<file path="src/hw/rtl/dtpwm_pkg.sv">
// Shared types and constants for the dead-time PWM pair generator.
`default_nettype none

package dtpwm_pkg;

  // Field and register widths
  localparam int ClockW    = 28;
  localparam int FreqW     = 24;
  localparam int DeadW     = 10;
  localparam int CountOutW = 16;
  localparam int CfgIdxW   = 3;
  localparam int CfgDataW  = 28;
  localparam int StatusW   = 2;

  // Defaults and reset values
  localparam int CounterBitsDef = 16;
  localparam int ResetClock     = 160000000;
  localparam int ResetPeriod    = 1600;
  // Width needed to hold the reset period
  localparam int ResetPeriodW   = 11;

  typedef enum logic [1:0] {
    ActNone   = 2'd0,
    ActLow    = 2'd1,
    ActHigh   = 2'd2,
    ActToggle = 2'd3
  } act_e;

  typedef struct packed {
    act_e zero;
    act_e first;
    act_e second;
  } act_set_t;

  typedef enum logic [StatusW-1:0] {
    StatOk     = 2'd0,
    StatReject = 2'd1,
    StatSat    = 2'd2
  } status_e;

  typedef enum logic [CfgIdxW-1:0] {
    CfgClockRate  = 3'd0,
    CfgZeroActA   = 3'd1,
    CfgFirstActA  = 3'd2,
    CfgSecondActA = 3'd3,
    CfgZeroActB   = 3'd4,
    CfgFirstActB  = 3'd5,
    CfgSecondActB = 3'd6
  } cfg_idx_e;

endpackage

`default_nettype wire

</file>
<file path="src/hw/rtl/dead_time_pwm_pair_generator.sv">
// Top level of the complementary PWM pair generator with dead time.
`default_nettype none

// Each input transfer is either a tick or an update. A tick advances the
// up-counter over 0..period-1 and applies the configured zero and compare
// actions to both outputs. Its result is registered and presented in the
// cycle after the transfer, so one tick per clock is taken while the result
// side keeps up and no update is running. An update runs clock_rate_hz /
// freq_hz through a restoring divider, one quotient bit per cycle, then
// saturates the period, checks the dead time and builds the four compare
// points in three more steps. The result is presented after all 28 quotient
// bits, the quotient handover and the three steps; the input is stalled for
// that whole time. An update with zero frequency is rejected and answered at
// once. New period and compares sit in shadow registers and take effect when
// the counter next wraps to zero.
// Status: 0 ok, 1 update rejected (zero frequency, or dead time not below the
// period), 2 period clamped to 2^CounterBits-1. Configuration writes are
// expected only while the block is idle; reset restores 160 MHz, a 1600-tick
// period, zero compares and low output levels.
module dead_time_pwm_pair_generator #(
  parameter int CounterBits = dtpwm_pkg::CounterBitsDef
) (
  input  wire logic                            clk_i,
  input  wire logic                            rst_ni,
  // configuration
  input  wire logic                            cfg_we_i,
  input  wire logic [dtpwm_pkg::CfgIdxW-1:0]   cfg_idx_i,
  input  wire logic [dtpwm_pkg::CfgDataW-1:0]  cfg_data_i,
  // input channel
  input  wire logic                            in_valid_i,
  output logic                                 in_stall_o,
  input  wire logic                            action_i,
  input  wire logic [dtpwm_pkg::FreqW-1:0]     freq_hz_i,
  input  wire logic [dtpwm_pkg::DeadW-1:0]     dead_time_i,
  // result channel
  output logic                                 out_valid_o,
  input  wire logic                            out_stall_i,
  output logic                                 pwm_a_o,
  output logic                                 pwm_b_o,
  output logic [dtpwm_pkg::CountOutW-1:0]      count_o,
  output logic                                 period_start_o,
  output logic [dtpwm_pkg::StatusW-1:0]        status_o
);

  // Counter wide enough for the parameter and for the reset period
  localparam int CntW = (CounterBits > dtpwm_pkg::ResetPeriodW) ?
                        CounterBits : dtpwm_pkg::ResetPeriodW;
  // Compare points reach period+1, so one bit more
  localparam int CmpW = CntW + 1;
  localparam int QW   = (dtpwm_pkg::ClockW > CntW) ? dtpwm_pkg::ClockW : CntW;
  localparam logic [QW-1:0] PeriodMax = QW'((64'd1 << CounterBits) - 64'd1);

  typedef enum logic [2:0] {
    StIdle,
    StDiv,
    StSat,
    StChk,
    StCmp
  } state_e;

  state_e state_q, state_d;

  // configuration registers
  logic [dtpwm_pkg::ClockW-1:0] clk_rate_q, clk_rate_d;
  dtpwm_pkg::act_set_t          act_a_q, act_a_d;
  dtpwm_pkg::act_set_t          act_b_q, act_b_d;

  // timer state
  logic [CntW-1:0] cnt_q, cnt_d;
  logic [CntW-1:0] act_per_q, act_per_d;
  logic [CntW-1:0] shd_per_q, shd_per_d;
  logic [CmpW-1:0] act_cmp_q [4];
  logic [CmpW-1:0] act_cmp_d [4];
  logic [CmpW-1:0] shd_cmp_q [4];
  logic [CmpW-1:0] shd_cmp_d [4];
  logic            lvl_a_q, lvl_a_d;
  logic            lvl_b_q, lvl_b_d;

  // update working registers
  logic [dtpwm_pkg::DeadW-1:0] dead_q, dead_d;
  logic [CntW-1:0]             per_q, per_d;
  logic [CntW-1:0]             diff_q, diff_d;
  logic                        sat_q, sat_d;
  logic                        rej_q, rej_d;

  // result register
  logic                             out_valid_q, out_valid_d;
  logic                             out_a_q, out_a_d;
  logic                             out_b_q, out_b_d;
  logic [dtpwm_pkg::CountOutW-1:0]  out_cnt_q, out_cnt_d;
  logic                             out_pstart_q, out_pstart_d;
  dtpwm_pkg::status_e               out_stat_q, out_stat_d;

  // divider
  logic                        div_start;
  logic                        div_done;
  logic [dtpwm_pkg::ClockW-1:0] div_quo;

  // tick datapath
  logic            in_take;
  logic            wrap;
  logic [CntW-1:0] cnt_next;
  logic [CmpW-1:0] cnt_ext;
  logic [CmpW-1:0] eff_cmp [4];
  logic            lvl_a_next, lvl_b_next;

  // update datapath
  logic [QW-1:0]   quo_ext;
  logic [CntW-1:0] dead_ext;
  logic [CntW-1:0] half;

  assign in_stall_o = (state_q != StIdle) || (out_valid_q && out_stall_i);
  assign in_take    = in_valid_i && !in_stall_o;

  // advance or wrap the counter; shadows become active on the wrap
  always_comb begin
    wrap     = ({1'b0, cnt_q} + 1'b1) >= {1'b0, act_per_q};
    cnt_next = wrap ? '0 : cnt_q + 1'b1;
    cnt_ext  = CmpW'(cnt_next);
    for (int i = 0; i < 4; i++) begin
      eff_cmp[i] = wrap ? shd_cmp_q[i] : act_cmp_q[i];
    end
  end

  dtpwm_chan #(
    .CmpW (CmpW)
  ) u_chan_a (
    .level_i      (lvl_a_q),
    .at_zero_i    (wrap),
    .count_i      (cnt_ext),
    .cmp_first_i  (eff_cmp[0]),
    .cmp_second_i (eff_cmp[1]),
    .act_i        (act_a_q),
    .level_o      (lvl_a_next)
  );

  dtpwm_chan #(
    .CmpW (CmpW)
  ) u_chan_b (
    .level_i      (lvl_b_q),
    .at_zero_i    (wrap),
    .count_i      (cnt_ext),
    .cmp_first_i  (eff_cmp[2]),
    .cmp_second_i (eff_cmp[3]),
    .act_i        (act_b_q),
    .level_o      (lvl_b_next)
  );

  dtpwm_div u_div (
    .clk_i      (clk_i),
    .rst_ni     (rst_ni),
    .start_i    (div_start),
    .dividend_i (clk_rate_q),
    .divisor_i  (freq_hz_i),
    .done_o     (div_done),
    .quotient_o (div_quo)
  );

  assign quo_ext  = QW'(div_quo);
  assign dead_ext = CntW'(dead_q);
  assign half     = diff_q >> 1;

  always_comb begin
    state_d      = state_q;
    clk_rate_d   = clk_rate_q;
    act_a_d      = act_a_q;
    act_b_d      = act_b_q;
    cnt_d        = cnt_q;
    act_per_d    = act_per_q;
    shd_per_d    = shd_per_q;
    act_cmp_d    = act_cmp_q;
    shd_cmp_d    = shd_cmp_q;
    lvl_a_d      = lvl_a_q;
    lvl_b_d      = lvl_b_q;
    dead_d       = dead_q;
    per_d        = per_q;
    diff_d       = diff_q;
    sat_d        = sat_q;
    rej_d        = rej_q;
    out_a_d      = out_a_q;
    out_b_d      = out_b_q;
    out_cnt_d    = out_cnt_q;
    out_pstart_d = out_pstart_q;
    out_stat_d   = out_stat_q;
    out_valid_d  = out_valid_q && out_stall_i;
    div_start    = 1'b0;

    if (cfg_we_i) begin
      unique case (cfg_idx_i)
        dtpwm_pkg::CfgClockRate:  clk_rate_d     = cfg_data_i[dtpwm_pkg::ClockW-1:0];
        dtpwm_pkg::CfgZeroActA:   act_a_d.zero   = dtpwm_pkg::act_e'(cfg_data_i[1:0]);
        dtpwm_pkg::CfgFirstActA:  act_a_d.first  = dtpwm_pkg::act_e'(cfg_data_i[1:0]);
        dtpwm_pkg::CfgSecondActA: act_a_d.second = dtpwm_pkg::act_e'(cfg_data_i[1:0]);
        dtpwm_pkg::CfgZeroActB:   act_b_d.zero   = dtpwm_pkg::act_e'(cfg_data_i[1:0]);
        dtpwm_pkg::CfgFirstActB:  act_b_d.first  = dtpwm_pkg::act_e'(cfg_data_i[1:0]);
        dtpwm_pkg::CfgSecondActB: act_b_d.second = dtpwm_pkg::act_e'(cfg_data_i[1:0]);
        default: ;
      endcase
    end

    unique case (state_q)
      StIdle: begin
        if (in_take) begin
          if (!action_i) begin
            // tick: result goes out in the next cycle
            cnt_d   = cnt_next;
            lvl_a_d = lvl_a_next;
            lvl_b_d = lvl_b_next;
            if (wrap) begin
              act_per_d = shd_per_q;
              act_cmp_d = shd_cmp_q;
            end
            out_valid_d  = 1'b1;
            out_a_d      = lvl_a_next;
            out_b_d      = lvl_b_next;
            out_cnt_d    = dtpwm_pkg::CountOutW'(cnt_next);
            out_pstart_d = wrap;
            out_stat_d   = dtpwm_pkg::StatOk;
          end else if (freq_hz_i == '0) begin
            // zero frequency: reject without dividing
            out_valid_d  = 1'b1;
            out_a_d      = lvl_a_q;
            out_b_d      = lvl_b_q;
            out_cnt_d    = dtpwm_pkg::CountOutW'(cnt_q);
            out_pstart_d = 1'b0;
            out_stat_d   = dtpwm_pkg::StatReject;
          end else begin
            dead_d    = dead_time_i;
            div_start = 1'b1;
            state_d   = StDiv;
          end
        end
      end
      StDiv: begin
        if (div_done) begin
          state_d = StSat;
        end
      end
      StSat: begin
        // clamp the period to the counter range
        sat_d   = quo_ext > PeriodMax;
        per_d   = CntW'(sat_d ? PeriodMax : quo_ext);
        state_d = StChk;
      end
      StChk: begin
        rej_d   = dead_ext >= per_q;
        diff_d  = per_q - dead_ext;
        state_d = StCmp;
      end
      StCmp: begin
        if (!rej_q) begin
          shd_per_d    = per_q;
          shd_cmp_d[0] = '0;
          shd_cmp_d[1] = CmpW'(half);
          shd_cmp_d[2] = CmpW'(half) + CmpW'(dead_q);
          shd_cmp_d[3] = CmpW'(diff_q) + 1'b1;
        end
        out_valid_d  = 1'b1;
        out_a_d      = lvl_a_q;
        out_b_d      = lvl_b_q;
        out_cnt_d    = dtpwm_pkg::CountOutW'(cnt_q);
        out_pstart_d = 1'b0;
        out_stat_d   = rej_q ? dtpwm_pkg::StatReject :
                       sat_q ? dtpwm_pkg::StatSat : dtpwm_pkg::StatOk;
        state_d      = StIdle;
      end
      default: state_d = StIdle;
    endcase
  end

  always_ff @(posedge clk_i or negedge rst_ni) begin
    if (!rst_ni) begin
      state_q     <= StIdle;
      clk_rate_q  <= dtpwm_pkg::ClockW'(dtpwm_pkg::ResetClock);
      act_a_q     <= '{zero: dtpwm_pkg::ActLow, first: dtpwm_pkg::ActHigh,
                       second: dtpwm_pkg::ActLow};
      act_b_q     <= '{zero: dtpwm_pkg::ActLow, first: dtpwm_pkg::ActHigh,
                       second: dtpwm_pkg::ActLow};
      cnt_q       <= '0;
      act_per_q   <= CntW'(dtpwm_pkg::ResetPeriod);
      shd_per_q   <= CntW'(dtpwm_pkg::ResetPeriod);
      for (int i = 0; i < 4; i++) begin
        act_cmp_q[i] <= '0;
        shd_cmp_q[i] <= '0;
      end
      lvl_a_q     <= 1'b0;
      lvl_b_q     <= 1'b0;
      out_valid_q <= 1'b0;
    end else begin
      state_q     <= state_d;
      clk_rate_q  <= clk_rate_d;
      act_a_q     <= act_a_d;
      act_b_q     <= act_b_d;
      cnt_q       <= cnt_d;
      act_per_q   <= act_per_d;
      shd_per_q   <= shd_per_d;
      act_cmp_q   <= act_cmp_d;
      shd_cmp_q   <= shd_cmp_d;
      lvl_a_q     <= lvl_a_d;
      lvl_b_q     <= lvl_b_d;
      out_valid_q <= out_valid_d;
    end
  end

  // payload registers: no reset
  always_ff @(posedge clk_i) begin
    dead_q       <= dead_d;
    per_q        <= per_d;
    diff_q       <= diff_d;
    sat_q        <= sat_d;
    rej_q        <= rej_d;
    out_a_q      <= out_a_d;
    out_b_q      <= out_b_d;
    out_cnt_q    <= out_cnt_d;
    out_pstart_q <= out_pstart_d;
    out_stat_q   <= out_stat_d;
  end

  assign out_valid_o    = out_valid_q;
  assign pwm_a_o        = out_a_q;
  assign pwm_b_o        = out_b_q;
  assign count_o        = out_cnt_q;
  assign period_start_o = out_pstart_q;
  assign status_o       = out_stat_q;

endmodule

`default_nettype wire

</file>
<file path="src/hw/rtl/dtpwm_div.sv">
// Restoring divider, one quotient bit per cycle, for the period calculation.
`default_nettype none

module dtpwm_div (
  input  wire logic                        clk_i,
  input  wire logic                        rst_ni,
  input  wire logic                        start_i,
  input  wire logic [dtpwm_pkg::ClockW-1:0] dividend_i,
  input  wire logic [dtpwm_pkg::FreqW-1:0]  divisor_i,
  output logic                             done_o,
  output logic      [dtpwm_pkg::ClockW-1:0] quotient_o
);

  localparam int DvdW = dtpwm_pkg::ClockW;
  localparam int DvsW = dtpwm_pkg::FreqW;
  localparam int CntW = $clog2(DvdW);

  logic [DvsW-1:0] rem_q, rem_d;
  logic [DvdW-1:0] quo_q, quo_d;
  logic [DvsW-1:0] dvs_q, dvs_d;
  logic [CntW-1:0] cnt_q, cnt_d;
  logic            busy_q, busy_d;
  logic            done_q, done_d;

  logic [DvsW:0]   trial;
  logic [DvsW:0]   trial_sub;
  logic            fits;

  always_comb begin
    trial     = {rem_q, quo_q[DvdW-1]};
    trial_sub = trial - {1'b0, dvs_q};
    fits      = trial >= {1'b0, dvs_q};

    rem_d  = rem_q;
    quo_d  = quo_q;
    dvs_d  = dvs_q;
    cnt_d  = cnt_q;
    busy_d = busy_q;
    done_d = 1'b0;

    if (start_i) begin
      rem_d  = '0;
      quo_d  = dividend_i;
      dvs_d  = divisor_i;
      cnt_d  = CntW'(DvdW - 1);
      busy_d = 1'b1;
    end else if (busy_q) begin
      // shift one dividend bit into the remainder, subtract when it fits
      rem_d = fits ? trial_sub[DvsW-1:0] : trial[DvsW-1:0];
      quo_d = {quo_q[DvdW-2:0], fits};
      if (cnt_q == '0) begin
        busy_d = 1'b0;
        done_d = 1'b1;
      end else begin
        cnt_d = cnt_q - 1'b1;
      end
    end
  end

  always_ff @(posedge clk_i or negedge rst_ni) begin
    if (!rst_ni) begin
      busy_q <= 1'b0;
      done_q <= 1'b0;
      cnt_q  <= '0;
    end else begin
      busy_q <= busy_d;
      done_q <= done_d;
      cnt_q  <= cnt_d;
    end
  end

  always_ff @(posedge clk_i) begin
    rem_q <= rem_d;
    quo_q <= quo_d;
    dvs_q <= dvs_d;
  end

  assign done_o     = done_q;
  assign quotient_o = quo_q;

endmodule

`default_nettype wire

</file>
<file path="src/hw/rtl/dtpwm_chan.sv">
// Event resolution for one PWM output: zero, first and second compare.
`default_nettype none

module dtpwm_chan #(
  parameter int CmpW = 17
) (
  input  wire logic                 level_i,
  input  wire logic                 at_zero_i,
  input  wire logic [CmpW-1:0]      count_i,
  input  wire logic [CmpW-1:0]      cmp_first_i,
  input  wire logic [CmpW-1:0]      cmp_second_i,
  input  dtpwm_pkg::act_set_t       act_i,
  output logic                      level_o
);

  dtpwm_pkg::act_e act;
  logic            hit;

  always_comb begin
    // the later event in the period wins
    hit = 1'b1;
    act = dtpwm_pkg::ActNone;
    priority if (count_i == cmp_second_i) begin
      act = act_i.second;
    end else if (count_i == cmp_first_i) begin
      act = act_i.first;
    end else if (at_zero_i) begin
      act = act_i.zero;
    end else begin
      hit = 1'b0;
    end

    level_o = level_i;
    if (hit) begin
      unique case (act)
        dtpwm_pkg::ActNone:   level_o = level_i;
        dtpwm_pkg::ActLow:    level_o = 1'b0;
        dtpwm_pkg::ActHigh:   level_o = 1'b1;
        dtpwm_pkg::ActToggle: level_o = ~level_i;
        default:              level_o = level_i;
      endcase
    end
  end

endmodule

`default_nettype wire

</file>
<file path="config.mk">
export PLATFORM = sky130hd
export DESIGN_NAME = dead_time_pwm_pair_generator
export DESIGN_NICKNAME = d
export VERILOG_FILES = /design/src/hw/rtl/dtpwm_pkg.sv /design/src/hw/rtl/dead_time_pwm_pair_generator.sv /design/src/hw/rtl/dtpwm_div.sv /design/src/hw/rtl/dtpwm_chan.sv
export SDC_FILE = /design/constraint.sdc
export NUM_CORES = 1
export LEC_CHECK = 0
export BUFFER_PORTS_ARGS = -buffer_cell sky130_fd_sc_hd__buf_4
export CELL_PAD_IN_SITES_DETAIL_PLACEMENT = 2
export CELL_PAD_IN_SITES_GLOBAL_PLACEMENT = 2
export CORE_MARGIN = 5
export CORE_UTILIZATION = 37
export CTS_CLUSTER_DIAMETER = 150
export DETAILED_ROUTE_END_ITERATION = 7
export PLACE_DENSITY = 0.76
export SLEW_MARGIN = 0
export SYNTH_ARGS = -nofsm -noshare
export SYNTH_HDL_FRONTEND = slang
export SYNTH_SLANG_ARGS = --single-unit
</file>
<file path="constraint.sdc">
create_clock -name clk_i -period 3.3 [get_ports clk_i]
set_input_delay 0.33 -clock clk_i [delete_from_list [all_inputs] [get_ports clk_i]]
set_output_delay 0.33 -clock clk_i [all_outputs]
set_load 0.01 [all_outputs]
</file>
==> impl_metrics.tcl, run 1 <==
set metrics [dict create \
    status "finished with violations" \
    violations "setup timing" \
    worstSetupPathType "register to register" \
    worstMarginPinSlew_ns 1.131 \
    drt_iter0_drc 657 \
    clock_latency_ns 0.58 \
    final_cell_mix "nand2_1, buf_4, dfrtp_1" \
    p_leak_nw 9.861 \
    grt_pass1_wl_um 88640 \
    startpoint_type "register" \
    rsz0062_at_grt "yes" \
    die-area_um2 50290 \
    stdcell_count 2493 \
    slew_viol_final 0 \
    io_pins 94 \
    min-delay-start "cfg_data_i[0]" \
    synth_top_area_frac 0.2593 \
    finalHoldViolations 0 \
    synth.distinct_cells 73 \
    ys_seq_area_frac 0.5239 \
    worstPathCellList "buf_6 -> ha_4 -> nand3_4 -> nor4_4 -> xnor2_2 -> inv_2 -> ha_4 -> a21oi_2 -> nand2_1 -> a21oi_2 -> o211ai_1 -> a211oi_2 -> nand4_1 -> o211a_1 -> o21ai_2 -> o21ai_1" \
    fp.dieW_um 224.2 \
    synth_top_area_cell "dfrtp_1" \
    max_stage_delay_ns 0.42 \
    antenna_found_initial 0 \
    port_buffers 93 \
    nFillCells 4536 \
    netlist_top_cells_area "dfrtp_1, edfxtp_1, mux2_2, nand2_1, ha_1" \
    fin_nets 2001 \
    via_per_inst 5.325 \
    wl_per_cell_um 23.89 \
    yosysWarnings 0 \
    skew_ns 0.03017 \
    p_total_mw 18.61 \
    cp_slowest_cell "nor4_4" \
    syn_nets 1742 \
    path_clk_slew_ns 0.06 \
    maxCapViolCount 0 \
    holdCritPathClass "input port to register" \
    area_growth_pct 29.84 \
    root_buffer "clkbuf_16" \
    period_share 1.091 \
    fmax_ghz 0.2779 \
    grt_use_total 0.2222 \
    synth_edf_count 117 \
    dp.cells 2327 \
    die_h_um 224.2 \
    cts_max_path_buffers 3 \
    avgSynthCellArea_um2 10.59 \
    wl_um 59570 \
    firstDrtPassIters 4 \
    r2r_start "cnt_q[0]" \
    ir_drop_mv 0.4988 \
    coreArea_um2 45380 \
    htreeDepth 2 \
    crit_path_end_kind "register" \
    worstPathMaxFanout 5 \
    worst_slack_ns -0.2989 \
    vias 13280 \
    drtAntennaViolNets 0 \
    final_util 0.4859 \
    clkSinkCount 336 \
    cp-startpoint "cnt_q[0]" \
    gr-total-overflow 0 \
    globalplace.congestion 0.8426 \
    rows 78 \
    synth-seq-cells 336 \
    cp.required_ns 3.59 \
    syn_inst 1604 \
    grt_max_degree 92 \
    cts_tree "built" \
    start_util 0.3742 \
    grt_pass1_vias 15120 \
    finalSetupViolations 97 \
    synth_area_um2 16980 \
    async_reset_ff_frac 0.5804 \
    drive_above_1_share 0.2816 \
    cts_buffers 40 \
    diodes 0 \
    finalCriticalPeriod_ns 3.599 \
    drc_errors 0 \
    final_common_cell "nand2_1" \
    worstPathArrival_ns 3.89 \
    slew_headroom 0.2434 \
    synth-main-ff-cell "dfrtp_1" \
    dp_hpwl_um 38770 \
    p_per_area_nw_per_um2 844.0 \
]
-- through the flow --
stage / setup slack [ns] / area, um2 / setup TNS [ns] / hold WS [ns]
6_report: -0.2989 / 22050 / -16.28 / 0.09747
5_1_grt: -0.3962 / 22050 / -25.02 / 0.07983
4_1_cts: -0.03616 / 21330 / -0.1036 / 0.06337
3_5_place_dp: -0.2897 / 19050 / -13.48 / 0.4703
3_3_place_gp: -0.2005 / 19050 / -5.278 / 0.4531
2_1_floorplan: 0.003636 / 17050 / 0 / 0.03441
-- critical path: cells and delay by family, from the launching register on --
family / cells / cell delay (ns)
buffers and inverters: 2 / 0.20
AND/OR/NAND/NOR: 4 / 0.94
adder cells (fa/ha/maj): 2 / 0.38
flip-flops: 1 / 0.40
AO/OA/AOI/OAI: 7 / 1.21
XOR/XNOR: 1 / 0.20
-- layout make-up --
| type | count | area, um2 | area share |
|---|---|---|---|
| Timing Repair Buffer | 279 | 2560 | 0.1161 |
| Inverter | 94 | 355.3 | 0.01611 |
| Clock buffer | 58 | 1130 | 0.05124 |
| Clock inverter | 14 | 182.7 | 0.008284 |
| Multi-Input combinational cell | 1112 | 8172 | 0.3706 |
| Sequential cell | 336 | 8901 | 0.4037 |
| Tap cell | 600 | 750.7 | 0.03404 |
-- worst paths after layout --
check / to / slack [ns] / depth (start not counted)
worst min-delay path: act_a_q[2] / 0.1 / 2
worst max register to register: pwm_b_o / -0.30 / 16
min in group asynchronous: cnt_q[9] / 0.43 / 2
max in group asynchronous: clk_rate_q[11] / 2.03 / 3
worst min register to register: shd_per_q[10] / 0.48 / 2
worst max-delay path: pwm_b_o / -0.30 / 16
-- sequential cells by signal (all words and copies together), names as in the netlist, 2 cells and up --
name	count
u_div.rem_q	24
status_o	2
shd_per_q	16
act_b_q	6
u_div.cnt_q	5
diff_q	16
state_q	3
count_o	16
act_a_q	4
u_div.quotient_o	28
act_per_q	16
cnt_q	16
per_q	16
dead_q	10
act_cmp_q	48
clk_rate_q	28
shd_cmp_q	48
u_div.dvs_q	24
-- synth_stat cells (4+ instances only) --
cell type / count
nor3b_1: 4
or3_1: 9
dfxtp_1: 24
o31ai_1: 13
o21a_1: 5
a21oi_1: 48
nand2b_1: 15
o211ai_1: 7
nor4_1: 26
nor2_1: 71
and2_1: 4
dfrtp_1: 176
nand3_1: 23
buf_2: 6
nand2_1: 279
mux2i_1: 16
edfxtp_1: 117
o21bai_1: 4
o21ai_0: 124
a21boi_0: 6
ha_1: 64
nand4_1: 22
xnor2_1: 61
xnor3_1: 5
xor2_1: 55
a211oi_1: 19
clkbuf_1: 52
nor2b_1: 10
or2_2: 26
a21o_1: 13
and3_1: 4
inv_1: 93
nor3_1: 15
dfstp_2: 19
mux2_2: 103
nand3b_1: 5
-- per-layer routing --
metal / share of wire / vias up / global-route usage
li1: - / 6123 / -
met1: 0.41 / 6839 / 0.2651
met2: 0.54 / 210 / 0.4136
met3: 0.026 / 103 / 0.03132
met4: 0.030 / 0 / 0.07052
met5: 0 / - / 0
-- what timing repair did --
item	4_1_cts	5_1_grt
resized for setup	51	164
gates cloned	1	10
endpoints found under the setup margin	97	107
endpoints found under the hold margin	141	0
buffers inserted	12	11
hold buffers	62	0
pin swaps	18	26
-- logic make-up after synthesis --
| family | after synthesis | share of synthesized area |
|---|---|---|
| AOI/OAI and AO/OA | 267 | 0.09459 |
| xor gates and xnor gates | 123 | 0.06925 |
| adders and majority gates | 67 | 0.05069 |
| buffers and inverters | 159 | 0.03669 |
| DFF | 336 | 0.5239 |
| muxes | 119 | 0.07772 |
| and+or+nand+nor | 533 | 0.1472 |
-- power by group --
part / switching, mW / internal (mW) / leakage [nW]
combinational: 4.36 / 3.70 / 5.32
clock: 1.84 / 2.63 / 0.631
sequential: 0.732 / 5.35 / 3.91
Power figures use the tool's default switching activity.
==> run 2: changes to the inputs <==
- CORE_UTILIZATION: 37 -> 38
- PLACE_DENSITY: 0.76 -> 0.74
- SYNTH_HIERARCHICAL: unset -> 1
==> run 2 against run 1 <==
The flow still finishes with violations (setup timing). Synthesized cell count grew 2.8%. First-iteration DRC count grew 60%. Core utilization grew 1.5 points. Clock-buffer cell count shrank 1. Clock power grew 6.7%. Clock skew grew 0.0012 ns.
==> impl_metrics.tcl, run 2 <==
set metrics [dict create \
    slew_viol_final 0 \
    startpoint_type "register" \
    synth-seq-cells 338 \
    firstDrtPassIters 5 \
    synth_most_common_cell "nand2_1" \
    cp.required_ns 3.74 \
    wl_um 75290 \
    drc_errors 0 \
    cts_buffers 41 \
    p_clk_frac 0.227 \
    cts_max_path_buffers 3 \
    rsz0062_at_grt "yes" \
    multi_input_area_um2 9350 \
    grt_use_total 0.2585 \
    max_stage_delay_ns 0.54 \
    fp.dieW_um 229.1 \
    worst_slack_ns -2.110 \
    root_buffer "clkbuf_16" \
    fmax_ghz 0.1848 \
    worstPathArrival_ns 5.85 \
    switching_share 0.3893 \
    start_util 0.3827 \
    fin_nets 2125 \
    port_buffers 93 \
    rows 80 \
    stdcell_count 2636 \
    register_area_um2 8951 \
    grt_max_degree 73 \
    power_switching_mw 8.194 \
    power_frac_comb 0.477 \
    globalplace.congestion 0.8442 \
    cpMostUsedCell "nand2_1" \
    worstPathMaxFanout 6 \
    synth_top_area_frac 0.2429 \
    finalCriticalPeriod_ns 5.410 \
    place_ws_ns -1.467 \
    dp.cells 2445 \
    tns_ns -88.75 \
    antenna_found_initial 0 \
    cp_slowest_cell "or4_4" \
    cts_tree "built" \
    io_pins 94 \
    worstMarginPinSlew_ns 1.133 \
    finalHoldViolations 0 \
    coreArea_um2 47650 \
    violations "setup timing" \
    nFillCells 4714 \
    r2r_slack_ns -2.11 \
    maxCapViolCount 0 \
    pwr-share-seq 0.296 \
    p_total_mw 21.05 \
    holdCritPathClass "input port to register" \
    netlist_top_cells_area "dfrtp_1, edfxtp_1, mux2_2, mux2_4, nand2_1" \
    synth_top_area_cell "dfrtp_1" \
    via_per_inst 5.591 \
    path_clk_slew_ns 0.06 \
    clkSinkCount 338 \
    internal_power_mw 12.85 \
    finalSetupViolations 101 \
    grt_pass1_vias 16640 \
    vias 14740 \
    die_h_um 229.1 \
    grt_pass1_wl_um 104900 \
    clock_latency_ns 0.59 \
    drt_iter0_drc 1054 \
    drtAntennaViolNets 0 \
    final_common_cell "buf_4" \
    crit_path_end_kind "register" \
    dp_hpwl_um 42790 \
    final_util 0.5008 \
    drive_above_1_share 0.3302 \
    place_area_um2 20610 \
    gr-total-overflow 0 \
    synth_edf_count 117 \
    worstSetupPathType "register to register" \
    area_growth_pct 30.84 \
    status "finished with violations" \
    reg.largest.list "act_cmp_q (48), shd_cmp_q (48)" \
    syn_inst 1649 \
    worstPathCellList "ha_4 -> nand4_1 -> nor2_4 -> and2_4 -> xnor2_4 -> inv_2 -> ha_4 -> a21oi_1 -> o21ai_1 -> nand2b_1 -> nand4_1 -> buf_6 -> buf_12 -> buf_8 -> nor2b_1 -> buf_4 -> xor2_1 -> nor4_1 -> nand2_1 -> or4_4 -> o31ai_4 -> nand2_1 -> nand2_1" \
    final_cell_area_um2 23860 \
    synth-main-ff-cell "dfrtp_1" \
    ir_drop_mv 0.5956 \
    synth_area_um2 18240 \
    period_share 1.640 \
    htreeDepth 2 \
    wl_per_cell_um 28.56 \
    yosysWarnings 6 \
    p_per_area_nw_per_um2 882.2 \
    async_reset_ff_frac 0.5828 \
    synth.distinct_cells 84 \
    slew_headroom 0.2416 \
    die-area_um2 52470 \
    ys_seq_area_frac 0.4907 \
    fin_hold_ws_ns 0.04313 \
    avgSynthCellArea_um2 11.06 \
    synthTopCellsByCount "nand2_1, dfrtp_1, mux2_2, edfxtp_1, xnor2_1" \
    skew_ns 0.03132 \
    final_cell_mix "buf_4, nand2_1, dfrtp_1" \
    p_leak_nw 10.50 \
]
## run 2: cell types whose count changed in the layout (fill, tap and decap cells not counted), sizes merged, moves of 14 or more
cell,change
conb,+24
buf,+64
o21ai,-50
nor3,+14
xnor2,+23
nand2,-58
mux2,+85
## run 2: logic make-up after synthesis
logic type / count (synthesis) / share of synthesized area
AO/OA/AOI/OAI: 247 / 0.08816
XOR/XNOR: 139 / 0.06676
adder cells (fa/ha/maj): 67 / 0.04720
buffers and inverters: 150 / 0.04075
flip-flops: 338 / 0.4907
multiplexers: 194 / 0.1317
other: 1 / 0.0002056
AND/OR/NAND/NOR: 513 / 0.1345
## run 2: worst max-delay path: cells and delay by family (launching register included)
kind / cells / cell delay [ns]
XOR/XNOR: 2 / 0.23
adder cells (fa/ha/maj): 2 / 0.39
AO/OA/AOI/OAI: 3 / 0.78
AND/OR/NAND/NOR: 11 / 2.62
flip-flops: 1 / 0.42
buffers and inverters: 5 / 0.84
## run 2: power by group through the flow
stage          Combinational [mW]  Sequential (mW)  Clock (mW)
2_1_floorplan                5.01             5.83           0
3_3_place_gp                 6.79             6.12           0
3_5_place_dp                 7.15             6.19           0
4_1_cts                      8.61             6.15        4.75
5_1_grt                      10.5             6.30        5.02
6_report                     10.0             6.23        4.77
## run 2: area by class of cell
type,count,share of cell area
Multi-Input combinational cell,1185,0.3919
Sequential cell,338,0.3751
Timing Repair Buffer,338,0.1303
Clock buffer,57,0.04761
Tap cell,615,0.03225
Inverter,83,0.01306
Clock inverter,19,0.009649
Antenna cell,1,0.0001049
## run 2: worst paths after layout
kind / startpoint / endpoint / depth (start not counted)
max in group asynchronous: rst_ni / clk_rate_q[23] / 3
worst max register to register: cnt_q[1] / pwm_a_o / 23
min in group asynchronous: rst_ni / shd_cmp_q[2] / 2
worst min register to register: shd_per_q[10] / shd_per_q[10] / 2
worst max-delay path: cnt_q[1] / pwm_a_o / 23
worst min-delay path: out_stall_i / out_valid_o / 3
## run 2: repair_timing
action / 4_1_cts / 5_1_grt
pin swaps: 25 / 36
cloned: 9 / 1
setup buffers: 20 / 30
gates resized for setup: 79 / 80
endpoints found under the hold margin: 122 / 2
endpoints found under the setup margin: 101 / 101
hold buffers: 59 / 2
## run 2: layer usage
metal	share of wire	track usage	vias to the layer above
li1	-	-	6492
met1	0.38	0.2938	7628
met2	0.52	0.4778	405
met3	0.039	0.04756	213
met4	0.062	0.1045	0
met5	0	0	-
==> run 3: changes to the inputs <==
- ABC_AREA: unset -> 1
- CAP_MARGIN: unset -> 15
- CORE_UTILIZATION: 38 -> 34
- SLEW_MARGIN: 0 -> 40
==> run 3 against run 2 <==
The flow still finishes with violations (setup timing). Global-route usage down 2.4 points. Die area up 17%. Sequential share of layout area down 0.42 points. Clock power down 3%. Total power down 54%. Clock skew up 0.0051 ns. Cell count up 35%. Via count up 20%. Combinational power down 96%. Core utilization down 7.1 points. Hold slack better by 0.067 ns. Sequential power down 27%. Largest power group is now the clock network.
==> impl_metrics.tcl, run 3 <==
set metrics [dict create \
    start_util 0.3419 \
    grt_pass1_vias 19990 \
    globalplace.congestion 0.8675 \
    use_met1 0.2876 \
    synth_area_um2 19200 \
    yosysWarnings 6 \
    finalSetupViolations 4 \
    crit_path_end_kind "register" \
    cp_slowest_cell "dfrtp_1" \
    gr-max-usage-layer "met2" \
    synth_edf_count 117 \
    path_clk_slew_ns 0.06 \
    root_buffer "clkbuf_16" \
    synth_top_area_frac 0.2306 \
    final_cell_mix "nand2_1, inv_1, buf_4" \
    drt_iter0_drc 642 \
    stdcell_count 3567 \
    startpoint_type "register" \
    area_growth_pct 25.64 \
    wl_per_cell_um 20.30 \
    pwr-share-seq 0.472 \
    cts_max_path_buffers 3 \
    vias 17620 \
    rsz0062_at_grt "yes" \
    worst_slack_ns -0.6019 \
    port_buffers 93 \
    netlist_top_cells_area "dfrtp_1, edfxtp_1, nand2_1, inv_1, nand3_1" \
    p_clk_frac 0.484 \
    clock_latency_ns 0.60 \
    ir_drop_mv 0.4237 \
    slew_headroom 0.5689 \
    worstMarginPinSlew_ns 0.6466 \
    coreArea_um2 56170 \
    synth_top_area_cell "dfrtp_1" \
    avgSynthCellArea_um2 7.775 \
    cp_num_buf_inv 3 \
    syn_inst 2470 \
    drtAntennaViolNets 0 \
    ys_seq_area_frac 0.4660 \
    final_util 0.4295 \
    ff2ff_path_depth 26 \
    die-area_um2 61330 \
    internal_power_mw 7.339 \
    power_switching_mw 2.248 \
    p_leak_nw 11.98 \
    synth-seq-cells 338 \
    drive_above_1_share 0.1660 \
    power_frac_comb 0.044 \
    violations "setup timing" \
    status "finished with violations" \
    max_stage_delay_ns 0.39 \
    synth-main-ff-cell "dfrtp_1" \
    skew_ns 0.03645 \
    dp_hpwl_um 51890 \
    p_per_area_nw_per_um2 397.3 \
    drc_errors 0 \
    worstPathMaxFanout 7 \
    grt_max_degree 79 \
    reg.largest.list "act_cmp_q (48), shd_cmp_q (48)" \
    switching_share 0.2345 \
    maxCapViolCount 0 \
    holdCritPathClass "input port to register" \
    htreeDepth 2 \
    grt_use_total 0.2344 \
    rows 87 \
    hold_depth 4 \
    worstSetupPathType "register to register" \
    fin_nets 2912 \
    wl_um 72420 \
    cts_tree "built" \
    met2_usage 0.4280 \
    finalCriticalPeriod_ns 3.902 \
    die_h_um 247.7 \
    synth_most_common_cell "nand2_1" \
    async_reset_ff_frac 0.5828 \
    cpMostUsedCell "nand2_1" \
    worstPathArrival_ns 4.23 \
    slew_viol_final 0 \
    firstDrtPassIters 5 \
    synthTopCellsByCount "nand2_1, inv_1, nand3_1, dfrtp_1, nor2_1" \
    p_total_mw 9.587 \
    grt_pass1_wl_um 112700 \
    met3_usage 0.03317 \
    cpLargestDelayFamily "simple AND/OR/NAND/NOR gates" \
    crit_cells 26 \
    cp.required_ns 3.62 \
    dp.cells 3406 \
    period_share 1.182 \
    fmax_ghz 0.2563 \
    antenna_found_initial 6 \
    fin_hold_ws_ns 0.1102 \
    io_pins 94 \
    fp.dieW_um 247.7 \
    gr-total-overflow 0 \
    clkSinkCount 338 \
    nFillCells 6408 \
    synth.distinct_cells 51 \
    finalHoldViolations 0 \
    via_per_inst 4.939 \
    cts_buffers 42 \
    final_common_cell "nand2_1" \
]
run 3: area by class of cell:
type / count / area, um2 / share of cell area
clock inverters: 18 / 227.7 / 0.009438
inverters: 321 / 1225 / 0.05077
repair buffers: 297 / 2590 / 0.1073
diodes: 3 / 7.507 / 0.0003112
well taps: 756 / 945.9 / 0.03921
clock buffers: 60 / 1139 / 0.04719
multi-input cells: 1774 / 9044 / 0.3748
flip-flops and latches: 338 / 8949 / 0.3709
run 3: tightest hold or removal path: cells and delay by family:
kind            cells  cell delay [ns]
simple gates        2             0.16
buf+inv             1             0.10
compound gates      1             0.09
run 3: what timing repair did:
item | in CTS | in global routing
buffers inserted | 11 | 4
endpoints found under the hold margin | 129 | 0
endpoints found under the setup margin | 5 | 5
hold buffers | 61 | 0
gates resized for setup | 63 | 21
pin swaps | 11 | 10
cloned | 1 | 2
run 3: stage by stage:
| step | setup WS (ns) | instance area, um2 | TNS (ns) |
|---|---|---|---|
| final | -0.6019 | 24130 | -2.117 |
| after detailed placement | -0.7749 | 21640 | -2.693 |
| after global placement | -0.6569 | 21630 | -2.187 |
| after floorplan | -0.1872 | 19380 | -0.4176 |
| after global routing | -0.8771 | 24120 | -3.281 |
| after CTS | -0.4859 | 23920 | -1.611 |
run 3: power groups by stage:
stage	combinational, mW	clock [mW]	sequential, mW
final	0.425	4.64	4.52
after global routing	0.474	4.95	4.53
after detailed placement	0.349	0	4.59
after global placement	0.332	0	4.58
after CTS	0.410	4.75	4.51
after floorplan	0.166	0	4.57
run 3: cell families (layout without fill, tap and decap cells):
kind of cell	after synthesis	after routing	share of synthesized area
AO/OA/AOI/OAI	183	183	0.05232
XOR/XNOR	70	70	0.03193
adder cells (fa/ha/maj)	67	67	0.04483
buffers and inverters	397	696	0.08483
flip-flops	338	338	0.4660
multiplexers	26	26	0.01525
other	1	43	0.0001953
AND/OR/NAND/NOR	1388	1388	0.3047
run 3: layer usage:
layer  part of all wire  wire length, um  up-vias
met5                  0                0        -
met4              0.029             2088        0
met3              0.032             2285      110
met2               0.51            37160      256
met1               0.43            30890     8840
li1                   -                -     8410
run 3: path summary, 6_finish.rpt:
| path | end | startpoint | slack (ns) |
|---|---|---|---|
| worst max-delay path | pwm_a_o | cnt_q[0] | -0.60 |
| worst min-delay path | act_a_q[4] | cfg_idx_i[1] | 0.11 |
| worst max register to register | pwm_a_o | cnt_q[0] | -0.60 |
| worst min register to register | act_cmp_q[31] | act_cmp_q[31] | 0.47 |
| max in group asynchronous | shd_cmp_q[18] | rst_ni | 2.03 |
| min in group asynchronous | cnt_q[11] | rst_ni | 0.17 |
